### src/rtl/crr_pkg.sv
// Shared types, register codes and the binomial helper for the
// combination rank/unrank core. No dependencies.
`default_nettype none

package crr_pkg;

  localparam int DATA_W = 32;
  localparam int CNT_W  = 6;

  // Configuration register indexes
  localparam logic CFG_SET_SIZE     = 1'b0;
  localparam logic CFG_CHOSEN_COUNT = 1'b1;

  localparam logic [CNT_W-1:0] SET_SIZE_RST     = 6'd32;
  localparam logic [CNT_W-1:0] CHOSEN_COUNT_RST = 6'd16;

  // Input action codes
  localparam logic ACT_RANK   = 1'b0;
  localparam logic ACT_UNRANK = 1'b1;

  // Per-transaction payload carried down the chain.
  // data: shifted subset vector (rank) or remaining index (unrank).
  // acc : running rank (rank) or collected subset bits (unrank).
  typedef struct packed {
    logic              action;
    logic [CNT_W-1:0]  kl;
    logic [DATA_W-1:0] data;
    logic [DATA_W-1:0] acc;
  } stage_t;

  // Exact C(a,b) via Pascal's rule; only ever called with constant args.
  function automatic logic [DATA_W-1:0] binom(input int a, input int b);
    logic [DATA_W-1:0] row [33];
    logic [DATA_W-1:0] res;
    for (int i = 0; i < 33; i++) begin
      row[i] = '0;
    end
    row[0] = 32'd1;
    for (int i = 1; i <= a; i++) begin
      for (int j = i; j >= 1; j--) begin
        row[j] = row[j] + row[j-1];
      end
    end
    if (b < 0 || a < 0 || a > 32 || b > a) begin
      res = '0;
    end else begin
      res = row[b];
    end
    return res;
  endfunction

endpackage

`default_nettype wire

### src/rtl/crr_cell.sv
// One position cell of the rank/unrank chain: handles the step with POS
// positions remaining. Depends on crr_pkg.
`default_nettype none

module crr_cell #(
  parameter int MAX_SET_SIZE = 32,
  parameter int POS          = 32
) (
  input  logic                      clk_i,
  input  logic                      rst_ni,
  input  logic                      en_i,
  input  logic [crr_pkg::CNT_W-1:0] n_i,
  input  logic                      valid_i,
  input  crr_pkg::stage_t           stage_i,
  output logic                      valid_o,
  output crr_pkg::stage_t           stage_o
);

  localparam int IDXW      = (MAX_SET_SIZE > 1) ? $clog2(MAX_SET_SIZE) : 1;
  localparam int COL_DEPTH = 2 ** IDXW;
  localparam int BITPOS    = MAX_SET_SIZE - POS;

  // ROM column C(POS-1, b)
  logic [crr_pkg::DATA_W-1:0] col [COL_DEPTH];

  for (genvar b = 0; b < COL_DEPTH; b++) begin : g_col
    assign col[b] = crr_pkg::binom(POS - 1, b);
  end

  logic [crr_pkg::CNT_W-1:0]  kl_m1;
  logic [crr_pkg::DATA_W-1:0] coef;
  logic                       active;
  logic                       valid_q;
  crr_pkg::stage_t            stage_d, stage_q;

  always_comb begin
    kl_m1  = stage_i.kl - 6'd1;
    coef   = (kl_m1 < 6'(COL_DEPTH)) ? col[kl_m1[IDXW-1:0]] : '0;
    active = (6'(POS) <= n_i) && (stage_i.kl != '0);

    stage_d = stage_i;
    if (active) begin
      if (stage_i.action == crr_pkg::ACT_RANK) begin
        if (stage_i.data[BITPOS]) begin
          stage_d.kl = kl_m1;
        end else begin
          stage_d.acc = stage_i.acc + coef;
        end
      end else begin
        if (stage_i.data < coef) begin
          stage_d.acc[BITPOS] = 1'b1;
          stage_d.kl          = kl_m1;
        end else begin
          stage_d.data = stage_i.data - coef;
        end
      end
    end
  end

  always_ff @(posedge clk_i or negedge rst_ni) begin
    if (!rst_ni) begin
      valid_q <= 1'b0;
    end else if (en_i) begin
      valid_q <= valid_i;
    end
  end

  always_ff @(posedge clk_i) begin
    if (en_i) begin
      stage_q <= stage_d;
    end
  end

  assign valid_o = valid_q;
  assign stage_o = stage_q;

endmodule

`default_nettype wire

### config.mk
export PLATFORM = sky130hd
export DESIGN_NAME = crr_cell
export DESIGN_NICKNAME = d
export VERILOG_FILES = /design/src/rtl/crr_pkg.sv /design/src/rtl/crr_cell.sv
export SDC_FILE = /design/constraint.sdc
export NUM_CORES = 1
export LEC_CHECK = 0
export BUFFER_PORTS_ARGS = -buffer_cell sky130_fd_sc_hd__buf_2
export CELL_PAD_IN_SITES_DETAIL_PLACEMENT = 0
export CELL_PAD_IN_SITES_GLOBAL_PLACEMENT = 1
export CORE_MARGIN = 1.5
export CORE_UTILIZATION = 41
export DETAILED_ROUTE_END_ITERATION = 8
export HOLD_SLACK_MARGIN = 0.08
export PLACE_DENSITY = 0.9
export RECOVER_POWER = 100
export REMOVE_ABC_BUFFERS = 1
export SYNTH_ARGS = -nofsm -noshare
export SYNTH_HDL_FRONTEND = slang
export SYNTH_SLANG_ARGS = --single-unit
### constraint.sdc
create_clock -name clk_i -period 1 [get_ports clk_i]
set_clock_uncertainty 0.05 [all_clocks]
set_input_delay 0.2 -clock clk_i [delete_from_list [all_inputs] [get_ports clk_i]]
set_output_delay 0.2 -clock clk_i [all_outputs]
set_load 0.1 [all_outputs]
==> results of run 1 <==
-- sequential cells by signal, summed over array words and instances (netlist names) --
register,flops
valid_o,1
stage_o,71
-- kinds of logic after synthesis --
group | after synthesis
adder cells (fa/ha/maj) | 71
XOR/XNOR | 64
AND/OR/NAND/NOR | 289
AO/OA/AOI/OAI | 298
buffers and inverters | 90
flip-flops | 72
multiplexers | 2
-- cells in the final DEF, fill, tap and decap left out, drive strengths merged, types with 18 or more instances in the layout --
| cell | n |
|---|---|
| a21o | 21 |
| a21oi | 83 |
| buf | 451 |
| edfxtp | 71 |
| ha | 69 |
| inv | 46 |
| nand2 | 124 |
| nand2b | 18 |
| nand3 | 23 |
| nor2 | 49 |
| o21ai | 110 |
| xnor2 | 34 |
| xor2 | 30 |
-- through the flow --
stage          instance area (sq um)  std cells
6_report                       13180       1544
3_5_place_dp                   11130       1469
3_3_place_gp                   11130       1469
2_1_floorplan                   7018        843
4_1_cts                        12490       1523
5_1_grt                        13180       1544
-- what timing repair did --
| action | 4_1_cts | 5_1_grt |
|---|---|---|
| endpoints found under the hold margin | 2 | 0 |
| gates cloned | 2 | 3 |
| pin swaps | 79 | 77 |
| gates resized for setup | 186 | 144 |
| endpoints found under the setup margin | 142 | 142 |
| setup buffers | 35 | 19 |
| hold buffers | 2 | 0 |
-- worst max-delay path, cell delays in order --
cell	delay [ns]
buf_6	0.10
or3_4	0.39
or3_4	0.42
xnor2_4	0.15
buf_6	0.14
a21oi_2	0.12
o211ai_1	0.14
buf_4	0.19
ha_4	0.24
a21oi_4	0.19
o21ai_2	0.08
a21o_1	0.16
a221o_2	0.41
a31oi_4	0.21
a211oi_4	0.10
o21ai_2	0.20
buf_4	0.14
nor3b_4	0.18
buf_6	0.17
nand2_4	0.06
xnor2_2	0.14
-- power by group --
group	leakage (nW)	internal, mW	switching (mW)
clock	0.140	1.90	1.30
sequential	0.705	3.72	0.274
combinational	5.20	4.92	6.30
total	6.05	10.5	7.88
-- final timing paths --
check | slack [ns] | to | startpoint | depth (start not counted)
max in group asynchronous | 0.71 | valid_o$_DFFE_PN0P_ | rst_ni | 2
worst min register to register | 0.52 | valid_o$_DFFE_PN0P_ | valid_o$_DFFE_PN0P_ | 1
worst max-delay path | -3.09 | stage_o[68]$_DFFE_PP_ | stage_i[66] | 21
min in group clk_i | 0.10 | stage_o[50]$_DFFE_PP_ | stage_i[50] | 3
worst min-delay path | 0.1 | valid_o$_DFFE_PN0P_ | rst_ni | 2
worst max register to register | 0.17 | valid_o$_DFFE_PN0P_ | valid_o$_DFFE_PN0P_ | 1
-- final cells by class --
type | instances | area share [%]
well taps | 225 | 2.136
multi-input cells | 724 | 43.67
clock inverters | 5 | 0.3702
flip-flops and latches | 72 | 16.37
repair buffers | 457 | 34.15
diodes | 4 | 0.07594
inverters | 47 | 1.500
clock buffers | 10 | 1.737
-- routing by layer --
layer | global-route usage (%) | share of wire [%] | routed length, um
met4 | 14.64 | 5.7 | 1741
met1 | 34.31 | 37 | 11180
met5 | 0 | 0 | 0
met3 | 4.901 | 8.0 | 2420
met2 | 51.61 | 50 | 15070
==> impl_metrics.ini, run 1 <==
[timing]
drv_slew = 0
rsz0062_at_grt = true
tightest_slew_ns = 0.4420
hold_violations = 0
timing.hold.ws_ns = 0.09964
fin_ws_ns = -3.095
timing.setup.tns_ns = -207.66
slew_headroom_pct = 70.53
fin_crit_sh_pct = 409.5
finalSetupViolCount = 142
max_freq_ghz = 0.2442
fin_crit_ns = 4.095

[clock_network]
cts_tree = built
cts_max_level = 3
insertion_delay_ns = 0.34
cts.sinks = 72
cts-buffers-inserted = 9
clk_pin_slew_ns = 0.06
cts_root_buf = clkbuf_16
clockBufferDepth = 2

[layout]
layout.nets = 1463
fillers = 983
multi_input_area_sq_um = 5756
seqCellArea_sq_um = 2157
syn_to_final_growth_pct = 82.91
fin_util_pct = 76.47
drive_above_1_share_pct = 50.34

[placed_design]
routabilityCongestion = 1.002
io_buffers = 147
place_hpwl_um = 18590
place_ws_ns = -3.734

[synth]
synth_area_leaders = edfxtp_1 (30%), ha_1 (12%), o21ai_0 (6.6%)
synth_seq_area_share_pct = 29.94
synth_cell_types = 70
avgSynthCellArea_sq_um = 8.133
synthXorXnorAreaFrac_pct = 7.779
yosysTopAreaCellShare_pct = 29.59
synth_common_cells = nand2_1 (124), o21ai_0 (95), a21oi_1 (82)
syn_area_sq_um = 7206
ys_warn_count = 0
synth_async_sr_flop_share_pct = 1.389
synth_compound_area_share_pct = 25.49
ys.flop_type = edfxtp_1
muxShareOfSynthArea_pct = 0.3126
synth_most_common_cell = nand2_1
synth_fa_ha_area_share_pct = 12.54
synth_seq_cells = 72
synthCells = 886
synth_edf_count = 71
yosys.area_share.simple_pct = 18.89
synth_top_family_by_area = compound AO/OA/AOI/OAI gates
synth_largest_area_cell = edfxtp_1

[pwr]
power.density_nw_per_um2 = 1398
power_mw = 18.42
p_leak_nw = 6.046
vdd_drop_max_uv = 946.1

[route]
routedWlPerCell_um = 19.70
num_vias = 9047
postRouteAntennaNets = 0
drtIter0Drc = 938
first_pass_iters = 6
wl_um = 30410
via_per_inst = 5.859
drcViolationCount = 0

[die]
start_util_pct = 41.80
die_height_um = 135.6
ios = 153
core_area_sq_um = 17240
core.rowCount = 48
fp.dieW_um = 135.6
die_area_sq_um = 18380

[setup_path]
arrival_ns = 4.14
path_max_fanout = 6
required_ns = 1.04
worstSetupPathType = in2reg
start_kind = input port
critPathCaptureType = register

[flow_run]
drv_cap = 0

[global_routing]
grt_pass1_wl_um = 42080
gr-total-overflow = 0
grt_usage_pct = 29.32
grt_max_degree = 52
antenna_found_initial = 4
grt_pass1_vias = 8361

[outcome]
status = finished, violations left
violations = setup timing

[hold_path]
hp-class = in2async
Power figures use the tool's default switching activity.
==> run 2: changes to the inputs <==
- CELL_PAD_IN_SITES_DETAIL_PLACEMENT: 0 -> 1
==> impl_metrics.ini, run 2 <==
[outcome]
status = aborted with a tool error
stop_stage = 4_1_cts
stop_error = [ERROR DPL-0033] detailed placement checks failed during check placement.

[synth]
synth_async_sr_flop_share_pct = 1.389
yosysTopAreaCellShare_pct = 29.59
avgSynthCellArea_sq_um = 8.133
synth_edf_count = 71
ys_warn_count = 0
synthCells = 886
synth_largest_area_cell = edfxtp_1
synth_common_cells = nand2_1 (124), o21ai_0 (95), a21oi_1 (82)
synth_seq_cells = 72
synth_seq_area_share_pct = 29.94
synth_most_common_cell = nand2_1
synth_cell_types = 70
ys.flop_type = edfxtp_1
syn_area_sq_um = 7206
synth_area_leaders = edfxtp_1 (30%), ha_1 (12%), o21ai_0 (6.6%)

[die]
die_height_um = 135.6
start_util_pct = 41.80
core.rowCount = 48
ios = 153
fp.dieW_um = 135.6

[clock_network]
cts_max_level = 3
cts-hold-fix-buffers = 2
cts_resized = 382
clockBufferDepth = 2
cts-buffers-inserted = 9
post_cts_buffers = 68
cts_root_buf = clkbuf_16
cts.sinks = 72

[placed_design]
placed_cells = 1469
routabilityCongestion = 1.002
place_hpwl_um = 28200
io_buffers = 147
run 2: per-stage QoR:
step	worst slack, ns	cell area (sq um)	TNS [ns]
2_1_floorplan	-4.888	7018	-298.15
3_3_place_gp	-3.621	11130	-225.83
3_5_place_dp	-4.099	11130	-256.19
run 2: logic make-up after synthesis:
logic type | synth area share (%)
xor gates and xnor gates | 7.779
muxes | 0.3125
buffers and inverters | 5.053
DFF | 29.94
and+or+nand+nor | 18.89
adders and majority gates | 12.54
AOI/OAI and AO/OA | 25.49
==> run 3: changes to the inputs <==
- CELL_PAD_IN_SITES_DETAIL_PLACEMENT: 1 -> not set
- CELL_PAD_IN_SITES_GLOBAL_PLACEMENT: 1 -> not set
- CORE_UTILIZATION: 41 -> 35
- HOLD_SLACK_MARGIN: 0.08 -> not set
- PLACE_DENSITY: 0.9 -> not set
- PLACE_DENSITY_LB_ADDON: not set -> 0.15
==> impl_metrics.ini, run 3 (synthesis gave the netlist of run 1 again) <==
[clock_network]
cts_root_buf = clkbuf_16
insertion_delay_ns = 0.34
cts_max_level = 3
clockBufferDepth = 2
cts_tree = built
cts-buffers-inserted = 9
clk_pin_slew_ns = 0.06
cts.sinks = 72

[route]
first_pass_iters = 5
routedWlPerCell_um = 17.24
wl_um = 27710
postRouteAntennaNets = 0
drcViolationCount = 0
drtIter0Drc = 505
via_per_inst = 5.180
num_vias = 8330

[outcome]
violations = setup timing
status = finished, violations left

[layout]
post-route-cell-area_sq_um = 13800
fillers = 1564
final_cell_mix = buf_4 (272), nand2_1 (81), buf_12 (78)
drive_above_1_share_pct = 55.42
largest_reg_flops = 71
final_common_cell = buf_4
stdcell_count = 1608
layout.nets = 1484
syn_to_final_growth_pct = 91.46
multi_input_area_sq_um = 6171
seqCellArea_sq_um = 2157

[setup_path]
cp-endpoint = stage_o[69]$_DFFE_PP_
r2r_cells = 1
start_kind = input port
critPathCaptureType = register
rr_endpoint = valid_o$_DFFE_PN0P_
worstSetupPathType = in2reg
required_ns = 1.04
cp-startpoint = stage_i[65]
arrival_ns = 3.99
path_max_fanout = 8
r2r-start = valid_o$_DFFE_PN0P_
r2r_slack_ns = 0.16

[timing]
timing.hold.ws_ns = 0.04863
finalSetupViolCount = 142
fin_crit_ns = 3.949
rsz0062_at_grt = true
fin_crit_sh_pct = 394.9
drv_slew = 0
timing.setup.tns_ns = -200.32
hold_violations = 0
max_freq_ghz = 0.2532
fin_ws_ns = -2.949
slew_headroom_pct = 60.99
tightest_slew_ns = 0.5812

[global_routing]
gr-total-overflow = 0
grt_use_met3_pct = 2.594
busiest_layer = met2
grt_pass1_wl_um = 40760
antenna_found_initial = 1
use_met1_pct = 29.10
grt_pass1_vias = 8204
grt_usage_pct = 23.47
grt_max_degree = 39
gr-usage-met2_pct = 41.90

[hold_path]
hp-class = in2reg

[placed_design]
io_buffers = 147
routabilityCongestion = 0.9120
place_hpwl_um = 19050
placed_cells = 1532
dpl-instance-area_sq_um = 11300

[pwr]
power.density_nw_per_um2 = 1345
vdd_drop_max_uv = 909.0
p_leak_nw = 6.253

[die]
fp.dieW_um = 146.5
die_height_um = 146.5
start_util_pct = 35.61
core.rowCount = 52
ios = 153
core_area_sq_um = 20230
die_area_sq_um = 21460

[flow_run]
drv_cap = 0
-- run 3: per-layer routing --
| metal | vias up | wire length [um] |
|---|---|---|
| li1 | 4125 | - |
| met5 | - | 0 |
| met3 | 46 | 1035 |
| met1 | 3938 | 11940 |
| met2 | 221 | 14000 |
| met4 | 0 | 743 |
-- run 3: worst min-delay path by stage --
stage	from	endpoint	slack, ns	cells after the start
global route	valid_i	valid_o$_DFFE_PN0P_	0.06	2
CTS	valid_i	valid_o$_DFFE_PN0P_	0.04	2
floorplan	rst_ni	valid_o$_DFFE_PN0P_	-0.15	0
finish	valid_i	valid_o$_DFFE_PN0P_	0.05	2
detailed placement	rst_ni	valid_o$_DFFE_PN0P_	-0.07	1
global placement	rst_ni	valid_o$_DFFE_PN0P_	-0.07	1
-- run 3: area by class of cell --
cell class,count,share of cell area [%]
diodes,1,0.01814
well taps,270,2.449
inverters,47,1.469
clock buffers,10,1.660
multi-input cells,726,44.73
repair buffers,476,33.60
clock inverters,6,0.4353
flip-flops and latches,72,15.64
-- run 3: what timing repair did --
item                                    CTS  global route
endpoints found under the setup margin  142           142
endpoints found under the hold margin     1             0
buffers inserted                         30            19
gates cloned                              1            11
hold buffers                              1             0
resized for setup                       240           167
pin swaps                                85            92
-- run 3: power by group --
| group | internal, mW | switching (mW) |
|---|---|---|
| logic | 5.08 | 6.16 |
| clock network | 1.92 | 1.40 |
| registers | 3.72 | 0.269 |
| total | 10.7 | 7.83 |
-- run 3: per-stage QoR --
step	setup slack [ns]	utilization (%)	power, mW
final	-2.949	68.18	18.56
after global routing	-3.078	68.18	19.37
after CTS	-2.829	63.46	17.63
after detailed placement	-3.742	55.87	13.23
after global placement	-3.761	55.87	13.14
after floorplan	-4.888	-	9.118
-- run 3: critical path, stage by stage --
cell	delay (ns)
buf_8	0.09
inv_6	0.03
ha_4	0.15
inv_4	0.07
buf_6	0.09
nor3_4	0.03
buf_6	0.14
xor2_4	0.20
or3_4	0.42
a31oi_4	0.20
o21ai_4	0.10
ha_4	0.22
nor2b_4	0.14
o31ai_4	0.26
a21oi_2	0.11
a221o_2	0.40
a31oi_4	0.19
a211oi_4	0.11
o21ai_4	0.20
nor3b_4	0.23
buf_6	0.20
nand2b_4	0.07
xnor2_2	0.13
